### src/rtl/core/lfpr_pkg.sv
// ----------------------------------------------------------------------------
// lfpr_pkg
// Shared types and constants for the LRU/FIFO page replacement block.
// ----------------------------------------------------------------------------
package lfpr_pkg;

    // Default sizing.
    localparam int DEF_MAX_FRAMES = 16;
    localparam int DEF_PAGE_BITS  = 16;

    // Fixed widths of the transaction fields.
    localparam int PAGE_FIELD_W  = 16;
    localparam int FRAME_FIELD_W = 4;
    localparam int FAULT_W       = 32;

    // Configuration port.
    localparam int CFG_IDX_W  = 1;
    localparam int CFG_DATA_W = 5;
    localparam int LIMIT_W    = 5;

    localparam logic [CFG_IDX_W-1:0] REG_FRAMES_IN_USE = 1'b0;
    localparam logic [CFG_IDX_W-1:0] REG_POLICY_MODE   = 1'b1;

    localparam logic POLICY_FIFO = 1'b0;
    localparam logic POLICY_LRU  = 1'b1;

    typedef enum logic [1:0] {
        ST_IDLE,
        ST_LOOK,
        ST_UPD
    } state_t;

    // Update command broadcast to every cell in the resolve cycle.
    typedef struct packed {
        logic en;     // apply an update this cycle
        logic write;  // target cell takes the new page (miss)
        logic all;    // every other valid cell ages, regardless of the limit
    } cell_cmd_t;

endpackage

### src/rtl/core/lfpr_cell.sv
// ----------------------------------------------------------------------------
// lfpr_cell
// One frame of the table: page, valid flag and age rank, with its stage of
// the lookup chain that carries the hit and victim towards the last cell.
// ----------------------------------------------------------------------------
module lfpr_cell
    import lfpr_pkg::*;
#(
    parameter int INDEX  = 0,
    parameter int IDX_W  = 4,
    parameter int AGE_W  = 4,
    parameter int PAGE_W = 16
) (
    input  logic              aclk,
    input  logic              aresetn,
    input  logic [PAGE_W-1:0] key,
    input  logic [AGE_W-1:0]  oldest_age,
    input  logic              sample,
    input  cell_cmd_t         cmd,
    input  logic [IDX_W-1:0]  target_idx,
    input  logic [AGE_W-1:0]  age_limit,
    input  logic              hit_in,
    input  logic [IDX_W-1:0]  hit_idx_in,
    input  logic [AGE_W-1:0]  hit_age_in,
    input  logic [IDX_W-1:0]  vic_idx_in,
    input  logic [PAGE_W-1:0] vic_page_in,
    output logic              hit_out,
    output logic [IDX_W-1:0]  hit_idx_out,
    output logic [AGE_W-1:0]  hit_age_out,
    output logic [IDX_W-1:0]  vic_idx_out,
    output logic [PAGE_W-1:0] vic_page_out
);

    localparam logic [IDX_W-1:0] MY_IDX = IDX_W'(INDEX);

    logic [PAGE_W-1:0] page_reg;
    logic              valid_reg;
    logic [AGE_W-1:0]  age_reg;
    logic              match_reg;
    logic              victim_reg;
    logic              is_target;

    assign is_target = (target_idx == MY_IDX);

    always_ff @(posedge aclk) begin
        if (!aresetn) begin
            valid_reg  <= 1'b0;
            age_reg    <= '0;
            match_reg  <= 1'b0;
            victim_reg <= 1'b0;
        end else begin
            if (sample) begin
                match_reg  <= valid_reg && (page_reg == key);
                victim_reg <= valid_reg && (age_reg == oldest_age);
            end
            if (cmd.en) begin
                if (is_target) begin
                    age_reg <= '0;
                    if (cmd.write) begin
                        valid_reg <= 1'b1;
                    end
                end else if (valid_reg && (cmd.all || (age_reg < age_limit))) begin
                    age_reg <= age_reg + AGE_W'(1);
                end
            end
        end
    end

    always_ff @(posedge aclk) begin
        if (cmd.en && cmd.write && is_target) begin
            page_reg <= key;
        end
    end

    // Lowest-index match wins, highest-index victim; else inputs pass on.
    always_comb begin
        hit_out      = hit_in || match_reg;
        hit_idx_out  = hit_idx_in;
        hit_age_out  = hit_age_in;
        if (!hit_in && match_reg) begin
            hit_idx_out = MY_IDX;
            hit_age_out = age_reg;
        end
        vic_idx_out  = vic_idx_in;
        vic_page_out = vic_page_in;
        if (victim_reg) begin
            vic_idx_out  = MY_IDX;
            vic_page_out = page_reg;
        end
    end

endmodule

### src/rtl/core/lfpr_chain.sv
// ----------------------------------------------------------------------------
// lfpr_chain
// The row of frame cells, linked so that lookup results ripple from the
// first cell to the last.
// ----------------------------------------------------------------------------
module lfpr_chain
    import lfpr_pkg::*;
#(
    parameter int MAX_FRAMES = DEF_MAX_FRAMES,
    parameter int IDX_W      = 4,
    parameter int AGE_W      = 4,
    parameter int PAGE_W     = DEF_PAGE_BITS
) (
    input  logic              aclk,
    input  logic              aresetn,
    input  logic [PAGE_W-1:0] key,
    input  logic [AGE_W-1:0]  oldest_age,
    input  logic              sample,
    input  cell_cmd_t         cmd,
    input  logic [IDX_W-1:0]  target_idx,
    input  logic [AGE_W-1:0]  age_limit,
    output logic              hit,
    output logic [IDX_W-1:0]  hit_idx,
    output logic [AGE_W-1:0]  hit_age,
    output logic [IDX_W-1:0]  vic_idx,
    output logic [PAGE_W-1:0] vic_page
);

    logic              hit_c      [0:MAX_FRAMES];
    logic [IDX_W-1:0]  hit_idx_c  [0:MAX_FRAMES];
    logic [AGE_W-1:0]  hit_age_c  [0:MAX_FRAMES];
    logic [IDX_W-1:0]  vic_idx_c  [0:MAX_FRAMES];
    logic [PAGE_W-1:0] vic_page_c [0:MAX_FRAMES];

    assign hit_c[0]      = 1'b0;
    assign hit_idx_c[0]  = '0;
    assign hit_age_c[0]  = '0;
    assign vic_idx_c[0]  = '0;
    assign vic_page_c[0] = '0;

    for (genvar i = 0; i < MAX_FRAMES; i++) begin : g_cell
        lfpr_cell #(
            .INDEX  (i),
            .IDX_W  (IDX_W),
            .AGE_W  (AGE_W),
            .PAGE_W (PAGE_W)
        ) u_cell (
            .aclk         (aclk),
            .aresetn      (aresetn),
            .key          (key),
            .oldest_age   (oldest_age),
            .sample       (sample),
            .cmd          (cmd),
            .target_idx   (target_idx),
            .age_limit    (age_limit),
            .hit_in       (hit_c[i]),
            .hit_idx_in   (hit_idx_c[i]),
            .hit_age_in   (hit_age_c[i]),
            .vic_idx_in   (vic_idx_c[i]),
            .vic_page_in  (vic_page_c[i]),
            .hit_out      (hit_c[i+1]),
            .hit_idx_out  (hit_idx_c[i+1]),
            .hit_age_out  (hit_age_c[i+1]),
            .vic_idx_out  (vic_idx_c[i+1]),
            .vic_page_out (vic_page_c[i+1])
        );
    end

    assign hit      = hit_c[MAX_FRAMES];
    assign hit_idx  = hit_idx_c[MAX_FRAMES];
    assign hit_age  = hit_age_c[MAX_FRAMES];
    assign vic_idx  = vic_idx_c[MAX_FRAMES];
    assign vic_page = vic_page_c[MAX_FRAMES];

endmodule

### src/rtl/core/lru_fifo_page_replacement_top.sv
// ----------------------------------------------------------------------------
// lru_fifo_page_replacement_top
// Page replacement table with LRU and FIFO policies and a fault counter.
// ----------------------------------------------------------------------------
// Each page reference passes through a lookup and an update state: in ST_LOOK
// every frame cell compares the page with its own entry and flags whether it
// holds the oldest page; in ST_UPD the hit and victim ripple along the row of
// cells, the replacement decision is made and, on a miss or under LRU, the cells
// update their age ranks. ST_UPD waits for the output register to be free, and
// a new reference is accepted as the previous result is registered, or while
// the block is idle. The table needs no clearing pass after reset. Configuration
// must be written only while idle; the block itself does not enforce this.
// ----------------------------------------------------------------------------
module lru_fifo_page_replacement_top
    import lfpr_pkg::*;
#(
    parameter int MAX_FRAMES = DEF_MAX_FRAMES,
    parameter int PAGE_BITS  = DEF_PAGE_BITS
) (
    input  logic                     aclk,
    input  logic                     aresetn,
    input  logic                     cfg_wr_en,
    input  logic [CFG_IDX_W-1:0]     cfg_index,
    input  logic [CFG_DATA_W-1:0]    cfg_wdata,
    input  logic                     s_valid,
    output logic                     s_ready,
    input  logic [PAGE_FIELD_W-1:0]  s_page_number,
    output logic                     m_valid,
    input  logic                     m_ready,
    output logic                     m_hit,
    output logic [FRAME_FIELD_W-1:0] m_frame_index,
    output logic                     m_evicted_valid,
    output logic [PAGE_FIELD_W-1:0]  m_evicted_page,
    output logic [FAULT_W-1:0]       m_fault_total
);

    localparam int IDX_W  = (MAX_FRAMES > 1) ? $clog2(MAX_FRAMES) : 1;
    localparam int AGE_W  = IDX_W;
    localparam int CNT_W  = $clog2(MAX_FRAMES + 1);
    localparam int CMP_W  = (CNT_W > LIMIT_W) ? CNT_W : LIMIT_W;
    localparam int PAGE_W = PAGE_BITS;

    localparam logic [CMP_W-1:0] MAX_CMP = CMP_W'(MAX_FRAMES);

    // Configuration.
    logic [LIMIT_W-1:0] frames_in_use_reg;
    logic               policy_mode_reg;

    always_ff @(posedge aclk) begin
        if (!aresetn) begin
            frames_in_use_reg <= LIMIT_W'(16);
            policy_mode_reg   <= POLICY_LRU;
        end else if (cfg_wr_en) begin
            case (cfg_index)
                REG_FRAMES_IN_USE: frames_in_use_reg <= cfg_wdata[LIMIT_W-1:0];
                REG_POLICY_MODE:   policy_mode_reg   <= cfg_wdata[0];
                default: ;
            endcase
        end
    end

    // Incoming page, reduced or extended to the internal page width.
    logic [PAGE_W-1:0] page_in;
    if (PAGE_W >= PAGE_FIELD_W) begin : g_page_ext
        assign page_in = PAGE_W'(s_page_number);
    end else begin : g_page_trunc
        assign page_in = s_page_number[PAGE_W-1:0];
    end

    state_t            state_reg, state_next;
    logic [PAGE_W-1:0] key_reg;
    logic [CNT_W-1:0]  filled_reg;
    logic [FAULT_W-1:0] fault_reg;

    logic               out_valid_reg;
    logic               out_hit_reg;
    logic [FRAME_FIELD_W-1:0] out_frame_reg;
    logic               out_ev_valid_reg;
    logic [PAGE_FIELD_W-1:0]  out_ev_page_reg;

    logic              accept;
    logic              advance;
    logic              sample;

    // Chain results.
    logic              hit;
    logic [IDX_W-1:0]  hit_idx;
    logic [AGE_W-1:0]  hit_age;
    logic [IDX_W-1:0]  vic_idx;
    logic [PAGE_W-1:0] vic_page;

    logic [CNT_W-1:0]  filled_dec;
    logic [AGE_W-1:0]  oldest_age;
    logic [CMP_W-1:0]  filled_cmp;
    logic [CMP_W-1:0]  limit_cmp;
    logic              fill_ok;
    logic              do_fill;
    logic              do_evict;
    cell_cmd_t         cmd;
    logic [IDX_W-1:0]  target_idx;
    logic [FAULT_W-1:0] fault_next;
    logic [FRAME_FIELD_W-1:0] frame_field;
    logic [PAGE_FIELD_W-1:0]  vic_field;

    // The oldest valid frame always carries the rank one below the fill count.
    assign filled_dec = filled_reg - CNT_W'(1);
    assign oldest_age = filled_dec[AGE_W-1:0];

    assign filled_cmp = CMP_W'(filled_reg);
    always_comb begin
        limit_cmp = CMP_W'(frames_in_use_reg);
        if (limit_cmp == '0) begin
            limit_cmp = CMP_W'(1);
        end
        if (limit_cmp > MAX_CMP) begin
            limit_cmp = MAX_CMP;
        end
    end
    assign fill_ok  = (filled_cmp < limit_cmp);
    assign do_fill  = !hit && fill_ok;
    assign do_evict = !hit && !fill_ok;

    always_comb begin
        if (hit) begin
            target_idx = hit_idx;
        end else if (fill_ok) begin
            target_idx = filled_reg[IDX_W-1:0];
        end else begin
            target_idx = vic_idx;
        end
    end

    assign advance   = (state_reg == ST_UPD) && (!out_valid_reg || m_ready);
    assign sample    = (state_reg == ST_LOOK);
    assign s_ready   = (state_reg == ST_IDLE) || advance;
    assign accept    = s_valid && s_ready;

    assign cmd.en    = advance && (!hit || (policy_mode_reg == POLICY_LRU));
    assign cmd.write = !hit;
    assign cmd.all   = !hit;

    assign fault_next = (!hit && (fault_reg != '1)) ? fault_reg + FAULT_W'(1) : fault_reg;

    if (IDX_W >= FRAME_FIELD_W) begin : g_frame_trunc
        assign frame_field = target_idx[FRAME_FIELD_W-1:0];
    end else begin : g_frame_ext
        assign frame_field = FRAME_FIELD_W'(target_idx);
    end

    if (PAGE_W >= PAGE_FIELD_W) begin : g_vic_trunc
        assign vic_field = vic_page[PAGE_FIELD_W-1:0];
    end else begin : g_vic_ext
        assign vic_field = PAGE_FIELD_W'(vic_page);
    end

    lfpr_chain #(
        .MAX_FRAMES (MAX_FRAMES),
        .IDX_W      (IDX_W),
        .AGE_W      (AGE_W),
        .PAGE_W     (PAGE_W)
    ) u_chain (
        .aclk       (aclk),
        .aresetn    (aresetn),
        .key        (key_reg),
        .oldest_age (oldest_age),
        .sample     (sample),
        .cmd        (cmd),
        .target_idx (target_idx),
        .age_limit  (hit_age),
        .hit        (hit),
        .hit_idx    (hit_idx),
        .hit_age    (hit_age),
        .vic_idx    (vic_idx),
        .vic_page   (vic_page)
    );

    always_comb begin
        state_next = state_reg;
        case (state_reg)
            ST_IDLE: begin
                if (accept) begin
                    state_next = ST_LOOK;
                end
            end
            ST_LOOK: begin
                state_next = ST_UPD;
            end
            ST_UPD: begin
                if (advance) begin
                    state_next = accept ? ST_LOOK : ST_IDLE;
                end
            end
            default: begin
                state_next = ST_IDLE;
            end
        endcase
    end

    always_ff @(posedge aclk) begin
        if (!aresetn) begin
            state_reg     <= ST_IDLE;
            filled_reg    <= '0;
            fault_reg     <= '0;
            out_valid_reg <= 1'b0;
        end else begin
            state_reg <= state_next;
            if (advance) begin
                out_valid_reg <= 1'b1;
                fault_reg     <= fault_next;
                if (do_fill) begin
                    filled_reg <= filled_reg + CNT_W'(1);
                end
            end else if (m_ready) begin
                out_valid_reg <= 1'b0;
            end
        end
    end

    always_ff @(posedge aclk) begin
        if (accept) begin
            key_reg <= page_in;
        end
        if (advance) begin
            out_hit_reg      <= hit;
            out_frame_reg    <= frame_field;
            out_ev_valid_reg <= do_evict;
            out_ev_page_reg  <= do_evict ? vic_field : '0;
        end
    end

    assign m_valid         = out_valid_reg;
    assign m_hit           = out_hit_reg;
    assign m_frame_index   = out_frame_reg;
    assign m_evicted_valid = out_ev_valid_reg;
    assign m_evicted_page  = out_ev_page_reg;
    assign m_fault_total   = fault_reg;

endmodule

### config.mk
export PLATFORM = sky130hd
export DESIGN_NAME = lru_fifo_page_replacement_top
export DESIGN_NICKNAME = d
export VERILOG_FILES = /design/src/rtl/core/lfpr_pkg.sv /design/src/rtl/core/lfpr_cell.sv /design/src/rtl/core/lfpr_chain.sv /design/src/rtl/core/lru_fifo_page_replacement_top.sv
export SDC_FILE = /design/constraint.sdc
export NUM_CORES = 1
export LEC_CHECK = 0
export ABC_AREA = 0
export BUFFER_PORTS_ARGS = -buffer_cell sky130_fd_sc_hd__buf_2
export CAP_MARGIN = 20
export CORE_ASPECT_RATIO = 1.75
export CORE_MARGIN = 2
export CORE_UTILIZATION = 45
export CTS_BUF_LIST = sky130_fd_sc_hd__clkbuf_2
export CTS_CLUSTER_DIAMETER = 40
export DETAILED_ROUTE_END_ITERATION = 8
export SYNTH_ARGS = -nofsm -noshare
export SYNTH_HDL_FRONTEND = slang
export SYNTH_SLANG_ARGS = --single-unit
### constraint.sdc
create_clock -name aclk -period 12.7 [get_ports aclk]
set_input_delay 0.635 -clock aclk [delete_from_list [all_inputs] [get_ports aclk]]
set_output_delay 0.635 -clock aclk [all_outputs]
set_load 0.01 [all_outputs]
## Yosys cells after proc, flatten, opt, wreduce, memory -nomap -nowiden

Cells that the tools add are included.

| cells by class | value |
|---|---|
| $add $sub $neg | 19 |
| $lt $le $gt $ge | 18 |
| eq/ne operators | 52 |
| mux-type cells | 104 |
| bitwise operators | 2 |
| reductions and logical operators | 195 |

Operators by type and width:

| kind | number |
|---|---|
| $mux W4 | 78 |
| $eq A16 B16 Y1 | 16 |
| $mux W16 | 16 |
| $logic_and A1 B1 Y1 | 86 |
| $add A4 B1 Y4 const B | 16 |
| $eq A4 B4 Y1 | 16 |
| $lt A4 B4 Y1 | 16 |
| $reduce_and A3 Y1 | 16 |
| $reduce_and A2 Y1 | 21 |
| $logic_or A1 B1 Y1 | 34 |
| $reduce_bool A2 Y1 | 17 |
| $add A32 B1 Y32 const B | 1 |
| $eq A4 B4 Y1 const B | 8 |
| $ne A32 B32 Y1 const B | 1 |
| $logic_not A1 Y1 | 18 |
| $eq A4 B3 Y1 const B | 4 |
| $mux W5 | 2 |
| $eq A4 B2 Y1 const B | 2 |
| $pmux W2 S3 | 1 |
| $add A5 B1 Y5 const B | 1 |
| $gt A5 B5 Y1 const B | 1 |
| $logic_not A5 Y1 | 1 |
| $lt A5 B5 Y1 | 1 |
| $mux W1 | 5 |
| 9 further kinds | 12 |

| storage, ports and cells | value |
|---|---|
| flip-flop bits (word level) | 452 |
| input bits | 27 |

## Longest topological paths before layout

Gate-level depths: netlist of the first run.

| depth | value |
|---|---|
| depth after elaboration | 22 |
| depth in mapped cells | 17 |

## Modules after synthesis

A second synthesis of the first run with hierarchy kept.

| second synthesis, totals | value |
|---|---|
| cell total of the unflattened synthesis | 2,465 |
| area total of the unflattened synthesis | 26,959.6 µm² |

Modules (own cells, without submodules):

| module | instances | cells each | area an instance (µm²) | sequential area each (µm²) |
|---|---|---|---|---|
| lfpr_cell at u_chain.g_cell[10].u_cell ... | 6 | 131 | 1,451.4 | 620.6 |
| lfpr_cell at u_chain.g_cell[1].u_cell ... | 4 | 131 | 1,465.2 | 620.6 |
| lfpr_cell at u_chain.g_cell[11].u_cell ... | 4 | 132 | 1,431.4 | 620.6 |
| lru_fifo_page_replacement_top | 1 | 363 | 3,764.9 | 2,062.0 |
| lfpr_cell at u_chain.g_cell[0].u_cell | 1 | 131 | 1,463.9 | 620.6 |
| lfpr_cell at u_chain.g_cell[15].u_cell | 1 | 132 | 1,432.6 | 620.6 |
| lfpr_chain | 1 | 1 | 3.8 | 0.0 |

## Worst setup path before layout of the first run

No wires, ideal clock.

| timing | value |
|---|---|
| kind | reg2reg |
| from | register u_chain.g_cell[10].u_cell.match_reg |
| to | register u_chain.g_cell[9].u_cell.age_reg[3] |
| setup time | 0.086 ns |
| arrival time | 4.482 ns |
| required time | 12.614 ns |
| slack | 8.132 ns |
| cell stages (with the launch flop) | 17 |
| period minus slack after synthesis | 4.568 ns |
| path through | dfxtp_1 clkbuf_1 or4_1 buf_2 nor2_1 nand2_1 o21ai_0 nand3_1 o21ai_0 ha_1 a21oi_1 nor2b_1 nor4b_2 a21boi_0 a41o_1 or3_1 a211oi_1 |

| between the ends | value |
|---|---|
| word-level cells in the longest chain between the ends | 13 |
| elaborated cells on any way between the ends | 40 |
| those cells by class | order compare: 1; eq/ne: 1; mux: 14; reduce/logical: 24 |

Ends and longest elaborated chain:

| element | RTL line | text |
|---|---|---|
| from (decl) | lfpr_cell.sv:39 | `logic match_reg;` |
| from (signal assigned) | lfpr_cell.sv:53 | `match_reg <= valid_reg && (page_reg == key);` |
| $logic_or A1 B1 Y1 | lfpr_cell.sv:77 | `hit_out = hit_in \|\| match_reg;` |
| $logic_not A1 Y1 or $logic_or A1 B1 Y1 (tied branches) | lfpr_cell.sv:80, lfpr_cell.sv:77 |  |
| $logic_and A1 B1 Y1, or another cell as far along | lfpr_cell.sv:80 | `if (!hit_in && match_reg) begin` |
| $mux W4, or another cell as far along (3 in series) | lfpr_cell.sv:80 |  |
| $mux W4 or $logic_and A1 B1 Y1 (tied branches) | lfpr_cell.sv:80 |  |
| $mux W4 | lfpr_cell.sv:80 |  |
| $lt A4 B4 Y1 | lfpr_cell.sv:62 | `end else if (valid_reg && (cmd.all \|\| (age_reg < age_limit))) begin` |
| $logic_or A1 B1 Y1 | lfpr_cell.sv:62 |  |
| $logic_and A1 B1 Y1 | lfpr_cell.sv:62 |  |
| $reduce_bool A2 Y1 (no source line) | -- |  |
| $reduce_and A2 Y1 (no source line) | -- |  |
| to (signal assigned) | lfpr_cell.sv:63 | `age_reg <= age_reg + AGE_W'(1);` |
| to (decl) | lfpr_cell.sv:38 | `logic [AGE_W-1:0] age_reg;` |

Several ways; a longest one is shown, not always the timed one.
A chain may end at the register's enable or synchronous reset.

## Worst setup path after layout of the first run

| timing | value |
|---|---|
| from | register filled_reg[2] (netlist: filled_cmp[2]) |
| to | register u_chain.g_cell[10].u_cell.page_reg[14] (enable) |

| between the ends | value |
|---|---|
| word-level cells in the longest chain between the ends | 5 |

Ends and longest elaborated chain:

| element | RTL line | text |
|---|---|---|
| from (decl) | lru_fifo_page_replacement_top.sv:72 | `logic [CNT_W-1:0] filled_reg;` |
| from (signal assigned) | lru_fifo_page_replacement_top.sv:211 | `filled_reg <= filled_reg + CNT_W'(1);` |
| $lt A5 B5 Y1 | lru_fifo_page_replacement_top.sv:119 | `assign fill_ok = (filled_cmp < limit_cmp);` |
| $mux W4 | lru_fifo_page_replacement_top.sv:126 | `end else if (fill_ok) begin` |
| $mux W4 | lru_fifo_page_replacement_top.sv:124 | `if (hit) begin` |
| named net frame_field[1] | lru_fifo_page_replacement_top.sv:102 | `logic [FRAME_FIELD_W-1:0] frame_field;` |
| $eq A4 B4 Y1 | lfpr_cell.sv:43 | `assign is_target = (target_idx == MY_IDX);` |
| $logic_and A1 B1 Y1 | lfpr_cell.sv:70 | `if (cmd.en && cmd.write && is_target) begin` |
| to (signal assigned) | lfpr_cell.sv:71 | `page_reg <= key;` |
| to (decl) | lfpr_cell.sv:36 | `logic [PAGE_W-1:0] page_reg;` |

The timed path passes the listed nets, and every way through them passes these cells.

==> impl_metrics.py, run 1 <==
metrics = {
    "worst_setup_path": {
        "critPathRequiredTime_ns": 13.46,
        "crit_arrival_ns": 5.73,
        "crit_path_start_kind": "flip-flop",
        "path_class": "flip-flop to flip-flop",
        "crit_path_end_kind": "flip-flop",
        "critPathMaxFanout": 17,
    },
    "global_route": {
        "grt_antenna_before_repair": 3,
        "grt_max_degree": 68,
        "grt_pass1_wl_microns": 114000,
        "grtUsageTotal": 0.277,
        "grt_overflow": 0,
        "grt_pass1_vias": 19000,
    },
    "power_and_ir_drop": {
        "power_density_nw_per_um2": 102,
        "ir_drop_uv": 74.0,
        "leakage_nw": 9.10,
        "power_mw": 2.71,
    },
    "timing": {
        "rsz0062_at_grt": "false",
        "slew_viol_final": 0,
        "fmax_mhz": 201,
        "whs_ns": 0.187,
        "slew_headroom": 0.167,
        "setup_tns_ns": 0,
        "timing.final.crit_share": 0.391,
        "period_minus_slack_ns": 4.96,
        "fin_skew_ns": 0.108,
        "setup_viol": 0,
        "hold_viol": 0,
        "worst_slew_pin_slew_ns": 1.23,
    },
    "yosys": {
        "yosys.area.top_type": "edfxtp_1",
        "synth_warnings": 0,
        "synth-edff-count": 294,
        "ys_types": 80,
        "synthTopCellsByCount": "edfxtp_1, xnor2_1, xor2_1",
        "syn_area_sq_um": 24000,
        "syn_nets": 2308,
        "ys_top_cells_by_area": "edfxtp_1, dfxtp_1, xnor2_1, xor2_1, ha_1",
        "synth_top_area_share": 0.368,
        "synth.avg_cell_area_sq_um": 10.9,
        "ys_ff_latch": 452,
        "syn_inst": 2210,
        "ys.flop_type": "edfxtp_1",
        "synth_seq_area_share": 0.500,
        "async_flop_share": 0,
        "yosysMostFrequentCell": "edfxtp_1",
    },
    "cts": {
        "cts.clk_slew.worst_paths_ns": 0.10,
        "clock_sinks": 452,
        "ctsHtreeMaxLevel": 3,
        "ctsResizeCount": 0,
        "clk-insertion-delay-late_ns": 1.20,
        "cts_root_buf": "clkbuf_2",
        "ctsLongestPathBuffers": 3,
        "cts_inserted_buffers": 104,
        "postCtsHoldBufs": 33,
        "cts_tree": "built",
        "cts_setup_buffers": 0,
    },
    "layout": {
        "largest_reg_flops": 256,
        "fin_util": 0.501,
        "nets": 2452,
        "fillers": 4898,
        "drive_gt1_frac": 0.141,
        "area_growth_pct": 10.5,
    },
    "floorplan": {
        "core_sq_um": 53000,
        "initial_core_util": 0.453,
        "die_w_microns": 179,
        "fp.dieH_microns": 310,
        "die_area_sq_um": 55300,
        "rows": 112,
        "num_io_pins": 83,
    },
    "placement": {
        "hpwl_microns": 52900,
        "routabilityCongestion": 0.954,
        "io_buffers": 82,
    },
    "route": {
        "antenna_left": 0,
        "drc": 0,
        "vias_per_cell": 6.10,
        "wl_microns": 76700,
        "first_pass_iters": 6,
        "drtIter0Drc": 1572,
        "route.detailed.wl_per_inst_microns": 24.6,
        "routed-via-count": 19000,
    },
    "worst_hold_path": {
        "min_path_type": "input port to flip-flop",
    },
    "run": {
        "max_cap_viol_count": 0,
    },
    "status": {
        "status": "finished clean",
    },
}
## worst max-delay path, stage by stage (launching register included)
cell and delay (ns):
dfxtp_1 0.57, ha_1 0.30, nor3_1 0.22, nor2_1 0.09, a21oi_2 0.47, or2_2 0.39
clkinv_1 0.45, a21oi_2 0.33, or3b_1 0.76, nor4_4 0.97
## cell type report
| cell class | instances | area (sq um) | area share |
|---|---|---|---|
| Sequential cell | 452 | 12000 | 0.452 |
| Antenna cell | 4 | 10.0 | 0.000377 |
| Inverter | 47 | 176 | 0.00665 |
| Clock inverter | 41 | 228 | 0.00859 |
| Tap cell | 684 | 856 | 0.0323 |
| Multi-Input combinational cell | 1579 | 11400 | 0.428 |
| Timing Repair Buffer | 170 | 1170 | 0.0443 |
| Clock buffer | 145 | 726 | 0.0274 |
## kinds of logic (layout without fill, tap and decap cells)
| family | count (synthesis) | in the layout | share of synthesized area |
|---|---|---|---|
| compound gates | 474 | 474 | 0.148 |
| xor+xnor | 390 | 390 | 0.142 |
| fa+ha+maj | 71 | 71 | 0.0370 |
| buf+inv | 179 | 403 | 0.0292 |
| flops | 452 | 452 | 0.500 |
| mux | 28 | 28 | 0.0117 |
| other cells | 0 | 4 | 0 |
| simple gates | 616 | 616 | 0.132 |
## through the flow
| stage | cell area [sq um] | setup slack [ns] | std cells |
|---|---|---|---|
| 6_report | 26500 | 7.74 | 3122 |
| 4_1_cts | 26500 | 7.80 | 3117 |
| 3_5_place_dp | 25200 | 7.86 | 2898 |
| 2_1_floorplan | 24000 | 8.13 | 2210 |
| 3_3_place_gp | 25200 | 8.04 | 2898 |
| 5_1_grt | 26500 | 7.63 | 3122 |
## cells in the final DEF (no fill, tap or decap), types with 38 or more instances in the layout
cell,n
clkbuf_2,145
a32oi_1,47
inv_1,44
dfxtp_1,158
a21oi_1,93
nand3_1,47
buf_4,54
ha_1,71
nor3_1,54
a22oi_1,38
edfxtp_1,294
o21ai_0,50
xnor2_1,208
nand4_1,51
xor2_1,180
nand2_1,114
buf_2,82
nor2_1,166
## metal layers
layer  global-route usage  wire length [microns]
met3               0.0434                   4800
met4                0.174                   4900
met2                0.478                  38500
met1                0.318                  28500
met5                    0                      0
## report_power, final
part	switching (mW)	total (mW)	internal [mW]
sequential	0.00506	1.58	1.57
clock	0.605	0.959	0.355
combinational	0.120	0.175	0.0552
## path summary, 6_finish.rpt
kind                                         from                                endpoint  slack [ns]  depth (start not counted)
worst max-delay path                filled_cmp[2]  u_chain.g_cell[10].u_cell.page_reg[14]        7.74                          9
worst min-delay path            s_page_number[13]                             key_reg[13]        0.19                          2
worst max register to register      filled_cmp[2]  u_chain.g_cell[10].u_cell.page_reg[14]        7.74                          9
worst min register to register   m_fault_total[7]                        m_fault_total[7]        0.51                          2
Power figures use the tool's default switching activity.
==> run 2, diff against run 1 <==
- clock period: 12.7 -> 4.8 ns (I/O delays scaled with it)
==> run 2 against run 1 <==
Compared with the run above:
- clock skew fell by 0.049 ns
- die area stayed put
- worst setup slack worse by 7.3 ns
- fmax grew 13%
- register-to-register slack worse by 7.3 ns
- combinational power grew to 2.7 times the previous value
- global-route usage up 1.3 points
- hold slack got worse by 0.021 ns
==> impl_metrics.py, run 2 (synthesized netlist as in run 1, its figures left out) <==
metrics = {
    "timing": {
        "slew_viol_final": 0,
        "fmax_mhz": 227,
        "slew_headroom": 0.243,
        "setup_viol": 0,
        "worst_slew_pin_slew_ns": 1.14,
        "fin_skew_ns": 0.0589,
        "whs_ns": 0.165,
        "timing.final.crit_share": 0.919,
        "setup_tns_ns": 0,
        "hold_viol": 0,
        "period_minus_slack_ns": 4.41,
        "rsz0062_at_grt": "false",
    },
    "placement": {
        "io_buffers": 82,
        "hpwl_microns": 55000,
        "routabilityCongestion": 1.01,
        "dp_cells": 2927,
        "placed_cell_area_sq_um": 25500,
    },
    "global_route": {
        "grt_pass1_vias": 20000,
        "grt_overflow": 0,
        "grt_pass1_wl_microns": 119000,
        "grtUsageTotal": 0.290,
        "grt_max_degree": 49,
        "grt_antenna_before_repair": 2,
    },
    "route": {
        "drtIter0Drc": 1864,
        "route.detailed.wl_per_inst_microns": 25.2,
        "vias_per_cell": 6.14,
        "drc": 0,
        "antenna_left": 0,
        "wl_microns": 80300,
        "routed-via-count": 19600,
        "first_pass_iters": 7,
    },
    "worst_setup_path": {
        "worstPathCellList": "nor4_4, nand2_1, nor2_1, nand2_1, o21ai_0, nand3_1, o21ai_1, buf_4, ha_1, a21o_1, a21oi_1, a32oi_1, a31oi_1, nand4_1, xor2_1, nor2_1",
        "worst-path-buf-inv": 1,
        "crit_path_end_kind": "flip-flop",
        "critPathMaxFanout": 15,
        "cpPeakStageDelay_ns": 0.62,
        "path_class": "flip-flop to flip-flop",
        "crit_arrival_ns": 5.39,
        "critPathRequiredTime_ns": 5.78,
        "cpLargestDelayFamily": "simple AND/OR/NAND/NOR gates",
        "crit_path_start_kind": "flip-flop",
        "slowest_stage": "nor4_4",
    },
    "layout": {
        "drive_gt1_frac": 0.158,
        "nets": 2511,
        "final_area_sq_um": 27200,
        "fillers": 4897,
        "layout_common_cells": "edfxtp_1, xnor2_1, xor2_1",
        "fin_util": 0.513,
        "final_common_cell": "edfxtp_1",
        "instances_no_fill": 3188,
        "area_growth_pct": 13.2,
        "largest_reg_flops": 256,
    },
    "floorplan": {
        "die_area_sq_um": 55300,
        "rows": 112,
        "die_w_microns": 179,
        "fp.dieH_microns": 310,
        "initial_core_util": 0.453,
        "core_sq_um": 53000,
        "num_io_pins": 83,
    },
    "cts": {
        "cts_root_buf": "clkbuf_2",
        "ctsHtreeMaxLevel": 3,
        "cts_inserted_buffers": 108,
        "clock_sinks": 452,
        "cts_tree": "built",
        "cts_setup_buffers": 0,
        "ctsLongestPathBuffers": 3,
        "clk-insertion-delay-late_ns": 1.13,
        "cts.clk_slew.worst_paths_ns": 0.10,
    },
    "power_and_ir_drop": {
        "power_density_nw_per_um2": 268,
        "leakage_nw": 9.42,
        "ir_drop_uv": 174,
    },
    "run": {
        "max_cap_viol_count": 0,
    },
    "worst_hold_path": {
        "min_path_type": "input port to flip-flop",
    },
    "status": {
        "status": "finished clean",
    },
}
[run 2: changes by cell type in the layout (fill, tap and decap cells not counted), moves of 2 or more]
cell,delta
buf_12,+8
clkinv_2,+4
clkbuf_2,+18
clkinvlp_4,+4
inv_6,-2
buf_4,+21
dlygate4sd3_1,+25
clkinv_1,-10
[run 2: report_power, final]
part / internal (mW) / leakage, nW / switching (mW)
clock: 0.967 / 0.765 / 1.66
combinational: 0.167 / 4.72 / 0.307
sequential: 4.16 / 3.93 / 0.0334
[run 2: stage by stage]
step | setup WS [ns] | total power [mW]
final | 0.390 | 7.29
after global routing | 0.0912 | 7.58
after CTS | 0.438 | 7.36
after detailed placement | 0.489 | 4.71
after global placement | 0.596 | 4.71
after floorplan | 0.232 | 4.54
[run 2: routing by layer]
layer	vias to the layer above	track usage	share of wire
li1	8752	-	-
met1	9562	0.322	0.36
met2	949	0.512	0.51
met3	304	0.0429	0.062
met4	0	0.190	0.067
met5	-	0	0
[run 2: timing repair]
item / in CTS / in global routing
hold buffers: 58 / 0
endpoints found under the hold margin: 88 / 0
resized for setup: 0 / 1
setup endpoints to repair: 0 / 1
[run 2: worst paths after layout]
kind                                       from                                   to  slack (ns)  depth (start not counted)
min                                     m_ready                         state_reg[1]        0.17                          5
min reg2reg                    m_fault_total[7]                     m_fault_total[7]        0.52                          2
max reg2reg  u_chain.g_cell[1].u_cell.match_reg  u_chain.g_cell[4].u_cell.age_reg[3]        0.39                         16
max          u_chain.g_cell[1].u_cell.match_reg  u_chain.g_cell[4].u_cell.age_reg[3]        0.39                         16
[run 2: cell type report]
type	count	area [sq um]	area share
clock buffer	163	816	0.0300
clock inverter	35	184	0.00677
inverter	47	176	0.00649
tap	684	856	0.0315
antenna	3	7.51	0.000276
timing repair buffer	225	1750	0.0645
sequential	452	12000	0.441
multi-input combinational	1579	11400	0.419
[run 2: worst min-delay path: cells and delay by family]
family / cells / cell delay (ns)
buf+inv: 3 / 0.69
compound gates: 2 / 0.30
